File: src/rtl/kmdb_pkg.sv
package kmdb_pkg;

	// Default sizes of the entry store.
	localparam int DEPTH_DEF         = 64;
	localparam int PAYLOAD_WIDTH_DEF = 64;

	// Fixed widths of the word fields.
	localparam int KEY_W   = 32;
	localparam int DATA_W  = 64;
	localparam int COUNT_W = 7;

	// Eviction amount after reset.
	localparam logic [COUNT_W-1:0] EVICT_RESET = 7'd20;

	// Operation codes of the func field.
	localparam logic FUNC_ENQUEUE = 1'b0;
	localparam logic FUNC_FIND    = 1'b1;

	// Input word.
	typedef struct packed {
		logic              func;
		logic [KEY_W-1:0]  request_key;
		logic [DATA_W-1:0] payload;
	} in_word_t;

	// Output word.
	typedef struct packed {
		logic               found;
		logic [DATA_W-1:0]  payload_out;
		logic [COUNT_W-1:0] dropped;
		logic [COUNT_W-1:0] occupancy;
	} out_word_t;

	// Commands from the controller to the datapath.
	typedef struct packed {
		logic accept;
		logic enq_do;
		logic search;
		logic shift;
		logic fin_do;
	} ctrl_cmd_t;

	// Status from the datapath to the controller.
	typedef struct packed {
		logic hit;
		logic search_end;
		logic shift_end;
	} ctrl_status_t;

endpackage

File: src/rtl/kmdb_ctrl.sv
module kmdb_ctrl (
	input  logic                  clk,
	input  logic                  arst_n,
	input  logic                  in_valid,
	input  logic                  in_func,
	output logic                  in_ready,
	output logic                  out_valid,
	input  logic                  out_ready,
	input  kmdb_pkg::ctrl_status_t status,
	output kmdb_pkg::ctrl_cmd_t   cmd
);

	typedef enum logic [4:0] {
		ST_IDLE   = 5'b00001,
		ST_ENQ    = 5'b00010,
		ST_SEARCH = 5'b00100,
		ST_SHIFT  = 5'b01000,
		ST_FIN    = 5'b10000
	} state_t;

	state_t state_q;
	state_t state_d;
	logic   out_valid_q;
	logic   out_free;

	// The output register can take a new word when empty or being drained.
	assign out_free  = !out_valid_q || out_ready;
	assign in_ready  = (state_q == ST_IDLE);
	assign out_valid = out_valid_q;

	// Next state and commands.
	always_comb begin
		state_d    = state_q;
		cmd        = '0;
		cmd.accept = (state_q == ST_IDLE) && in_valid;
		case (state_q)
			ST_IDLE: begin
				if (in_valid) begin
					state_d = (in_func == kmdb_pkg::FUNC_FIND) ? ST_SEARCH : ST_ENQ;
				end
			end
			ST_ENQ: begin
				if (out_free) begin
					cmd.enq_do = 1'b1;
					state_d    = ST_IDLE;
				end
			end
			ST_SEARCH: begin
				cmd.search = 1'b1;
				if (status.hit) begin
					state_d = ST_SHIFT;
				end else if (status.search_end) begin
					state_d = ST_FIN;
				end
			end
			ST_SHIFT: begin
				cmd.shift = 1'b1;
				if (status.shift_end) begin
					state_d = ST_FIN;
				end
			end
			ST_FIN: begin
				if (out_free) begin
					cmd.fin_do = 1'b1;
					state_d    = ST_IDLE;
				end
			end
			default: begin
				state_d = ST_IDLE;
			end
		endcase
	end

	// State and output valid registers.
	always_ff @(posedge clk or negedge arst_n) begin
		if (!arst_n) begin
			state_q     <= ST_IDLE;
			out_valid_q <= 1'b0;
		end else begin
			state_q <= state_d;
			if (cmd.enq_do || cmd.fin_do) begin
				out_valid_q <= 1'b1;
			end else if (out_ready) begin
				out_valid_q <= 1'b0;
			end
		end
	end

endmodule

File: config.mk
export PLATFORM = sky130hd
export DESIGN_NAME = kmdb_ctrl
export DESIGN_NICKNAME = d
export VERILOG_FILES = /design/src/rtl/kmdb_pkg.sv /design/src/rtl/kmdb_ctrl.sv
export SDC_FILE = /design/constraint.sdc
export NUM_CORES = 1
export LEC_CHECK = 0
export ABC_CLOCK_PERIOD_IN_PS = 1760
export BUFFER_PORTS_ARGS = -buffer_cell sky130_fd_sc_hd__buf_2
export CAP_MARGIN = 20
export CORE_AREA = 8 8 45 47
export CTS_CLUSTER_SIZE = 24
export DETAILED_ROUTE_END_ITERATION = 10
export DIE_AREA = 0 0 53 55
export GPL_TIMING_DRIVEN = 1
export MAX_ROUTING_LAYER = met4
export PLACE_DENSITY = 0.47
export SYNTH_ARGS = -nofsm -noshare
export SYNTH_HDL_FRONTEND = slang
export SYNTH_SLANG_ARGS = --single-unit
File: constraint.sdc
create_clock -name clk -period 1.76 [get_ports clk]
set_input_delay 0.088 -clock clk [delete_from_list [all_inputs] [get_ports clk]]
set_output_delay 0.088 -clock clk [all_outputs]
set_load 0.03 [all_outputs]
### Word-level counts from Yosys, hierarchy flattened

Cells that the tools add are included.

| operators by class | value |
|---|---|
| equal/unequal tests | 9 |
| mux-type cells | 14 |
| reduce and logical (&&, ||, !) cells | 7 |

Operators with widths:

| cell | count |
|---|---|
| two-way mux 5 bit | 5 |
| one-hot mux 5 bit (4 select lines) | 1 |
| two-way mux 1 bit | 7 |
| == test 5 x 1 -> 1 bit (second input constant) | 1 |
| == test 5 x 2 -> 1 bit (second input constant) | 1 |
| == test 5 x 3 -> 1 bit (second input constant) | 1 |
| == test 5 x 4 -> 1 bit (second input constant) | 1 |
| == test 5 bit (second input constant) | 1 |
| != test 2 bit (second input constant) | 2 |
| AND reduction 4 bit | 1 |
| two-way mux 3 bit | 1 |
| != test 3 bit (second input constant) | 1 |
| logical OR 1 bit | 2 |
| != test 2 x 1 -> 1 bit (second input constant) | 1 |
| nonzero test 2 bit | 1 |
| OR reduction 2 bit | 1 |
| logical AND 1 bit | 1 |
| zero test 1 bit | 1 |

| word-level totals | value |
|---|---|
| input bits | 8 |
| flip-flop bits (word level) | 6 |
| output and inout bits | 7 |
| word-level logic and storage cells | 32 |

### Logic depth before layout (Yosys ltp)

Gate-level depths: netlist of the first run.

| logic depth | value |
|---|---|
| depth in word-level cells | 6 |
| depth in mapped cells | 4 |
| mapped depth without buffers | 4 |

### Worst setup path after synthesis of the first run

No wires, ideal clock.

| timing path | value |
|---|---|
| path type | reg2out |
| start | reg state_q[3] |
| end | out cmd[3] in the netlist's numbering |
| path buffers | 0 |
| cell stages (with the launch flop) | 4 |
| required time | 1.672 ns |
| data arrival time | 1.507 ns |
| slack | 0.165 ns |
| path through | dfrtp_1 nor3_1 nand2_1 nor3b_1 |

RTL lines:

| what | line | source |
|---|---|---|
| start: declaration | kmdb_ctrl.sv:21 | `state_t state_q;` |
| start signal: assignment | kmdb_ctrl.sv:80 | `state_q <= state_d;` |
| end: declaration | kmdb_ctrl.sv:10 | `output kmdb_pkg::ctrl_cmd_t cmd` |

==> impl_results.md, run 1 <==
- Drt drc: 0
- Post-synth top area share: 0.345
- Post-Syn Nets: 48
- Yosys warning count: 0
- Detailed Route Iter0 Violations: 4
- GRT Overall Usage: 0.0719
- CTS max path bufs: 2
- Post-synth top area cell: dfrtp_1
- Post-Route M1 WL: between 300 and 400 um
- CTS Buf Count: 3
- Fin crit period: 1.58 ns
- Via count: 346
- Sequential-to-total area share from yosys stat: 0.417
- Crit path from: state_q[3]
- Die Area: roughly 2900 um^2
- Synth Area in Simple Gates: 0.462
- Chip width: between 50 and 60 um
- Post-layout util: 0.354
- Routed WL per cell: between 10 and 15 um
- Fin. Hold Viols: 0
- Vias/cell: ~4.6
- I/O Pins: 15
- Worst Path Max Fanout: 5
- Synth area leaders: dfrtp_1 (34%), dfstp_2 (7.2%), nand2_1 (7.2%)
- Number of global-route vias before repair: between 300 and 400
- Main combinational cell family by area after synthesis: simple AND/OR/NAND/NOR gates
- VDD IR max: 0.000434 V
- Clk sink count: 6
- Maxcap violations: 0
- Crit path kind: reg2out
- Nature of the critical path startpoint: flip-flop
- Nets: 68
- Mux share of post-synthesis cell area: 0.0310
- Post-cts resize count: 0
- Final setup viols: 0
- Initial Utilization: 0.262
- CP max-delay cell: dfrtp_1
- Power density cells: about 1500 nW/um^2
- CTS tree: done
- Post-CTS setup buffer count: 0
- Slew Viols, Final: 0
- Final Cycle Share: 0.900
- Largest net degree at the start of global routing: 7
- XOR/XNOR Fraction of Synth Area: 0.0241
- PortBufs: 14
- Antenna-violating nets left: 0
- Hold slack: between 0.06 and 0.07 ns
- Grt total ovfl: 0
- EDFF count, synth: 0
- Syn Inst Count: 40
- Worst Tran Pin Value: ~0.31 ns
- Fmax: roughly 630 MHz
- Worst r2r src: state_q[1]
- Metal2 WL: ~420 um
- Run status: complete, no violations
- Hold path start: in_func
- Clock Latency Late Sink: about 0.24 ns
- RSZ-0062 raised after global routing: no
- Synthesis-stage register bit count: 6
- Initial antenna violation count: 0
- Post-synth top cells: nand2_1 (7), dfrtp_1 (5), nand3_1 (3), nand3b_1 (3), nor2b_1 (3)
- Post-Synthesis Cell Area: approximately 360 um^2
- Setup TNS: 0 ns
- Top-count cell post-synth: nand2_1
- Core area: 1380 um^2
- Type of the tightest min-delay check: in2reg
- Setup crit end kind: output port
- Layout cell share with drive strength beyond 1: 0.356
- H-tree levels: 1
- Arr. time, crit path: roughly 1.5 ns
- Max incr delay on CP: between 0.4 and 0.5 ns
- Antenna cells: 0
- Compound-cell area share of the yosys netlist: 0.0448
- Top sig layer: met4
- HPWL Detailed: ~730 um
- Drt pass-1 iters: 4
- Cell variety after synth: 20
- Cell Chain, Critical Path: nor3_1 > nand2_1 > nor3b_1 > buf_2
- FFs w/ async S/R, synth: 1.00
- P_leak: approximately 0.26 nW
- Clk slew on worst S/H paths: roughly 0.050 ns
- Skew final: approximately 0.0081 ns
- Worst endpoint required time: approximately 1.7 ns
- Dominant synthesized flop cell: dfrtp_1
- Worst rel slew slack: 0.790
- Post-Synth Adder-Cell Area: 0
- DR WL met3: approximately 87 um
- GPL Wtd Cong: between 0.7 and 0.8
- Layout area overhead: 34.8%
- Avg Cell Area, Syn: around 9 um^2
- Core Rows: 14
- Die Y: approximately 55 um
- Final WL: 863 um
- Root Buffer: clkbuf_4
- First-pass GRT wire length: ~1.5 mm
==> logic make-up after synthesis <==
kind of cell | after synthesis
AOI/OAI and AO/OA | 2
DFF | 6
buffers and inverters | 2
xor gates and xnor gates | 1
and+or+nand+nor | 28
muxes | 1
==> cell usage in the layout, fill, tap and decap left out, types with 2 or more instances in the layout <==
cell type	instances
and2_1	2
buf_2	14
clkbuf_4	3
dfrtp_1	5
inv_1	2
nand2_1	7
nand3_1	3
nand3b_1	3
nor2_1	2
nor2b_1	3
nor3_1	2
==> final cells by class <==
type                       instances  area (um^2)
multi-input combinational         32          204
inverter                           2         7.51
fill                             145          895
tap                               16         20.0
clock buffer                       4         26.3
timing repair buffer              15         80.1
sequential                         6          151
==> through the flow <==
step	cell area [um^2]	instances	power, mW	setup WS, ns
after floorplan	363	40	0.520	0.165
after global placement	453	70	0.629	0.259
after detailed placement	453	70	0.620	0.240
after CTS	489	75	0.763	0.137
after global routing	489	75	0.814	0.0314
final	489	75	0.750	0.176
==> sequential cells by signal, summed over array words and instances (netlist names) <==
name       flops
state_q        5
out_valid      1
==> power breakdown <==
group	switching [mW]	internal [mW]	leakage, nW	total, mW
clock	0.0477	0.0857	0.0150	0.133
sequential	0.0533	0.190	0.0777	0.243
combinational	0.229	0.144	0.172	0.373
total	0.330	0.420	0.265	0.750
==> critical path: cells and delay by family (launching register included) <==
kind,cells,cell delay [ns]
buf+inv,1,0.22
simple gates,3,0.60
flops,1,0.43
==> what timing repair did <==
item                                   4_1_cts  5_1_grt
endpoints found under the hold margin        6        0
setup endpoints to repair                    0        0
hold buffers                                 1        0
==> metal layers <==
metal  track usage  vias to the layer above
li1              -                      178
met1        0.0694                      152
met2         0.111                       14
met3        0.0348                        2
met4        0.0517                        0
met5             -                        -
==> final timing paths <==
check | to | slack [ns] | depth (start not counted)
setup / recovery | cmd[3] | 0.18 | 4
hold / removal | state_q[2] | 0.07 | 3
setup reg to reg | state_q[1] | 0.24 | 4
hold reg to reg | out_valid | 0.51 | 2
max in group asynchronous | state_q[0] | 1.34 | 2
min in group asynchronous | state_q[1] | 0.19 | 2
(Power assumes the default switching activity.)
==> run 2: changes to the inputs <==
--- a/config.mk
+++ b/config.mk
@@ -6,15 +6,15 @@
 export NUM_CORES = 1
 export LEC_CHECK = 0
 export ABC_CLOCK_PERIOD_IN_PS = 1760
-export BUFFER_PORTS_ARGS = -buffer_cell sky130_fd_sc_hd__buf_2
 export CAP_MARGIN = 20
 export CORE_AREA = 8 8 45 47
 export CTS_CLUSTER_SIZE = 24
 export DETAILED_ROUTE_END_ITERATION = 10
 export DIE_AREA = 0 0 53 55
+export DONT_BUFFER_PORTS = 1
 export GPL_TIMING_DRIVEN = 1
 export MAX_ROUTING_LAYER = met4
-export PLACE_DENSITY = 0.47
+export PLACE_DENSITY = 0.38
 export SYNTH_ARGS = -nofsm -noshare
 export SYNTH_HDL_FRONTEND = slang
 export SYNTH_SLANG_ARGS = --single-unit
==> impl_results.md, run 2 (same netlist as run 1, synthesis figures left out) <==
- Largest net degree at the start of global routing: 7 (unchanged)
- Fmax: 629 MHz (-0.32%)
- H-tree levels: 1 (unchanged)
- Number of global-route vias before repair: 355 (-3.3%)
- Routed WL per cell: 12.9 um (+12%)
- Initial Utilization: 0.262 (unchanged)
- Type of the tightest min-delay check: in2reg
- Setup crit end kind: output port
- CTS max path bufs: 2 (unchanged)
- Multi-input logic area: 204 um^2 (unchanged)
- Finished Layout Cells: 69 (-8.0%)
- Most frequent cells in the layout: nand2_1 (7), buf_4 (6), dfrtp_1 (5)
- Slew Viols, Final: 0 (unchanged)
- Sw Pwr: 0.332 mW (+0.71%)
- Switch share: 0.430 (-0.0103)
- Nature of the critical path startpoint: flip-flop
- Commonest non-fill, non-tap cell in the layout: nand2_1
- Reg2reg path depth: 4 (unchanged)
- Core Rows: 14 (unchanged)
- Fin crit period: 1.59 ns (+0.00512 ns)
- Final WL: 888 um (+2.9%)
- Antenna-violating nets left: 0 (unchanged)
- Crit path kind: reg2out
- Max FFs per register: 5 (unchanged)
- Grt total ovfl: 0 (unchanged)
- Vias/cell: 4.52 (-2.0%)
- Worst rel slew slack: 0.784 (-0.00606)
- Arr. time, crit path: 1.50 ns (about the same)
- Drt drc: 0 (unchanged)
- Register area: 151 um^2 (unchanged)
- Clk sink count: 6 (unchanged)
- Run status: complete, no violations
- Sequential Power Share: 0.316 (-0.008)
- Worst r2r src: state_q[1]
- Final Cycle Share: 0.903 (+0.00291)
- CTS tree: done
- Die Area: 2920 um^2 (unchanged)
- GPL Wtd Cong: 0.756 (+1.1%)
- Layout area overhead: 33.4%
- WHS Endpoint: state_q[4]
- Clock Latency Late Sink: 0.24 ns (about the same)
- Antenna cells: 0 (unchanged)
- WHS Path Cells: 2 (-1)
- Die Y: 55 um (unchanged)
- Detailed Route Iter0 Violations: 5 (+1)
- Power density cells: 1600 nW/um^2 (+4.2%)
- # fillers: 156 (+7.6%)
- Hold path start: status[2]
- Worst endpoint required time: 1.67 ns (about the same)
- Worst R2R End: state_q[1]
- Worst Tran Pin Value: 0.321 ns (+0.00902 ns)
- Post-cts resize count: 0 (unchanged)
- Placed instance count: 62 (-11%)
- CTS Buf Count: 3 (unchanged)
- Clk slew on worst S/H paths: 0.05 ns (about the same)
- Layout cell share with drive strength beyond 1: 0.245 (-0.111)
- Reg with most FFs: state_q
- PortBufs: 0 (-14)
- P_leak: 0.241 nW (-9.0%)
- Nets: 62 (-8.8%)
- First-pass GRT wire length: 1.44 mm (-1.4%)
- Clk pwr share: 0.171 (-0.007)
- Via count: 312 (-9.8%)
- Final setup viols: 0 (unchanged)
- GRT Overall Usage: 0.0701 (-0.00186)
- DP Worst Slack: 0.204 ns (-0.0362 ns)
- Core area: 1380 um^2 (unchanged)
- RSZ-0062 raised after global routing: no
- VDD IR max: 0.000973 V (+120%)
- Worst Path Max Fanout: 5 (unchanged)
- Total power: 0.773 mW (+3.1%)
- Fin. Hold Viols: 0 (unchanged)
- Combinational power share: 0.513 (+0.015)
- Internal: 0.441 mW (+5.0%)
- Setup TNS: 0 ns (unchanged)
- HPWL Detailed: 764 um (+4.1%)
- Chip width: 53 um (unchanged)
- I/O Pins: 15 (unchanged)
- Drt pass-1 iters: 4 (unchanged)
- Maxcap violations: 0 (unchanged)
- Skew final: 0.00533 ns (-0.00278 ns)
- Initial antenna violation count: 0 (unchanged)
- Final WS setup: 0.171 ns (-0.00512 ns)
- FF-to-FF setup slack: 0.19 ns (-0.05 ns)
- Root Buffer: clkbuf_4
[run 2: repair_timing]
item	4_1_cts	5_1_grt
endpoints found under the hold margin	8	0
buffers inserted	0	0
hold buffers	3	0
[run 2: power by group through the flow]
stage	Clock (mW)	Sequential, mW	Combinational (mW)
4_1_cts	0.140	0.244	0.405
5_1_grt	0.149	0.251	0.435
6_report	0.132	0.244	0.397
3_5_place_dp	0	0.245	0.395
3_3_place_gp	0	0.245	0.395
2_1_floorplan	0	0.250	0.271
[run 2: metal layers]
metal	global-route usage	share of wire	vias to the layer above
met5	-	0	-
li1	-	-	163
met2	0.109	0.50	8
met4	0.0517	0	0
met1	0.0690	0.41	141
met3	0.0294	0.084	0
[run 2: worst max-delay path, stage by stage (launching register included)]
cell	delay [ns]
dfrtp_1	0.42
nor3_1	0.32
nand2_1	0.12
nor3b_1	0.21
buf_4	0.20
[run 2: metrics by stage]
step | instance area (um^2) | utilization | hold WS, ns
detailed placement | 428 | 0.309 | -0.207
CTS | 484 | 0.350 | 0.0451
finish | 484 | 0.350 | 0.0497
floorplan | 363 | - | -0.208
global route | 484 | 0.350 | 0.0462
global placement | 428 | 0.309 | -0.207
[run 2: how the worst max path moves through the flow]
stage               start  cells after the start  slack, ns         end
6_report       state_q[3]                      4       0.17      cmd[3]
3_5_place_dp   state_q[1]                      4       0.20  state_q[1]
2_1_floorplan  state_q[3]                      3       0.16      cmd[3]
4_1_cts        state_q[3]                      4       0.14      cmd[3]
5_1_grt        state_q[3]                      4       0.06      cmd[3]
3_3_place_gp   state_q[1]                      4       0.28  state_q[1]
[run 2: final cells by class]
class                           instances  area share
Multi-Input combinational cell         32       0.421
Inverter                                2      0.0155
Tap cell                               16      0.0413
Sequential cell                         6       0.313
Timing Repair Buffer                    9       0.155
Clock buffer                            4      0.0543
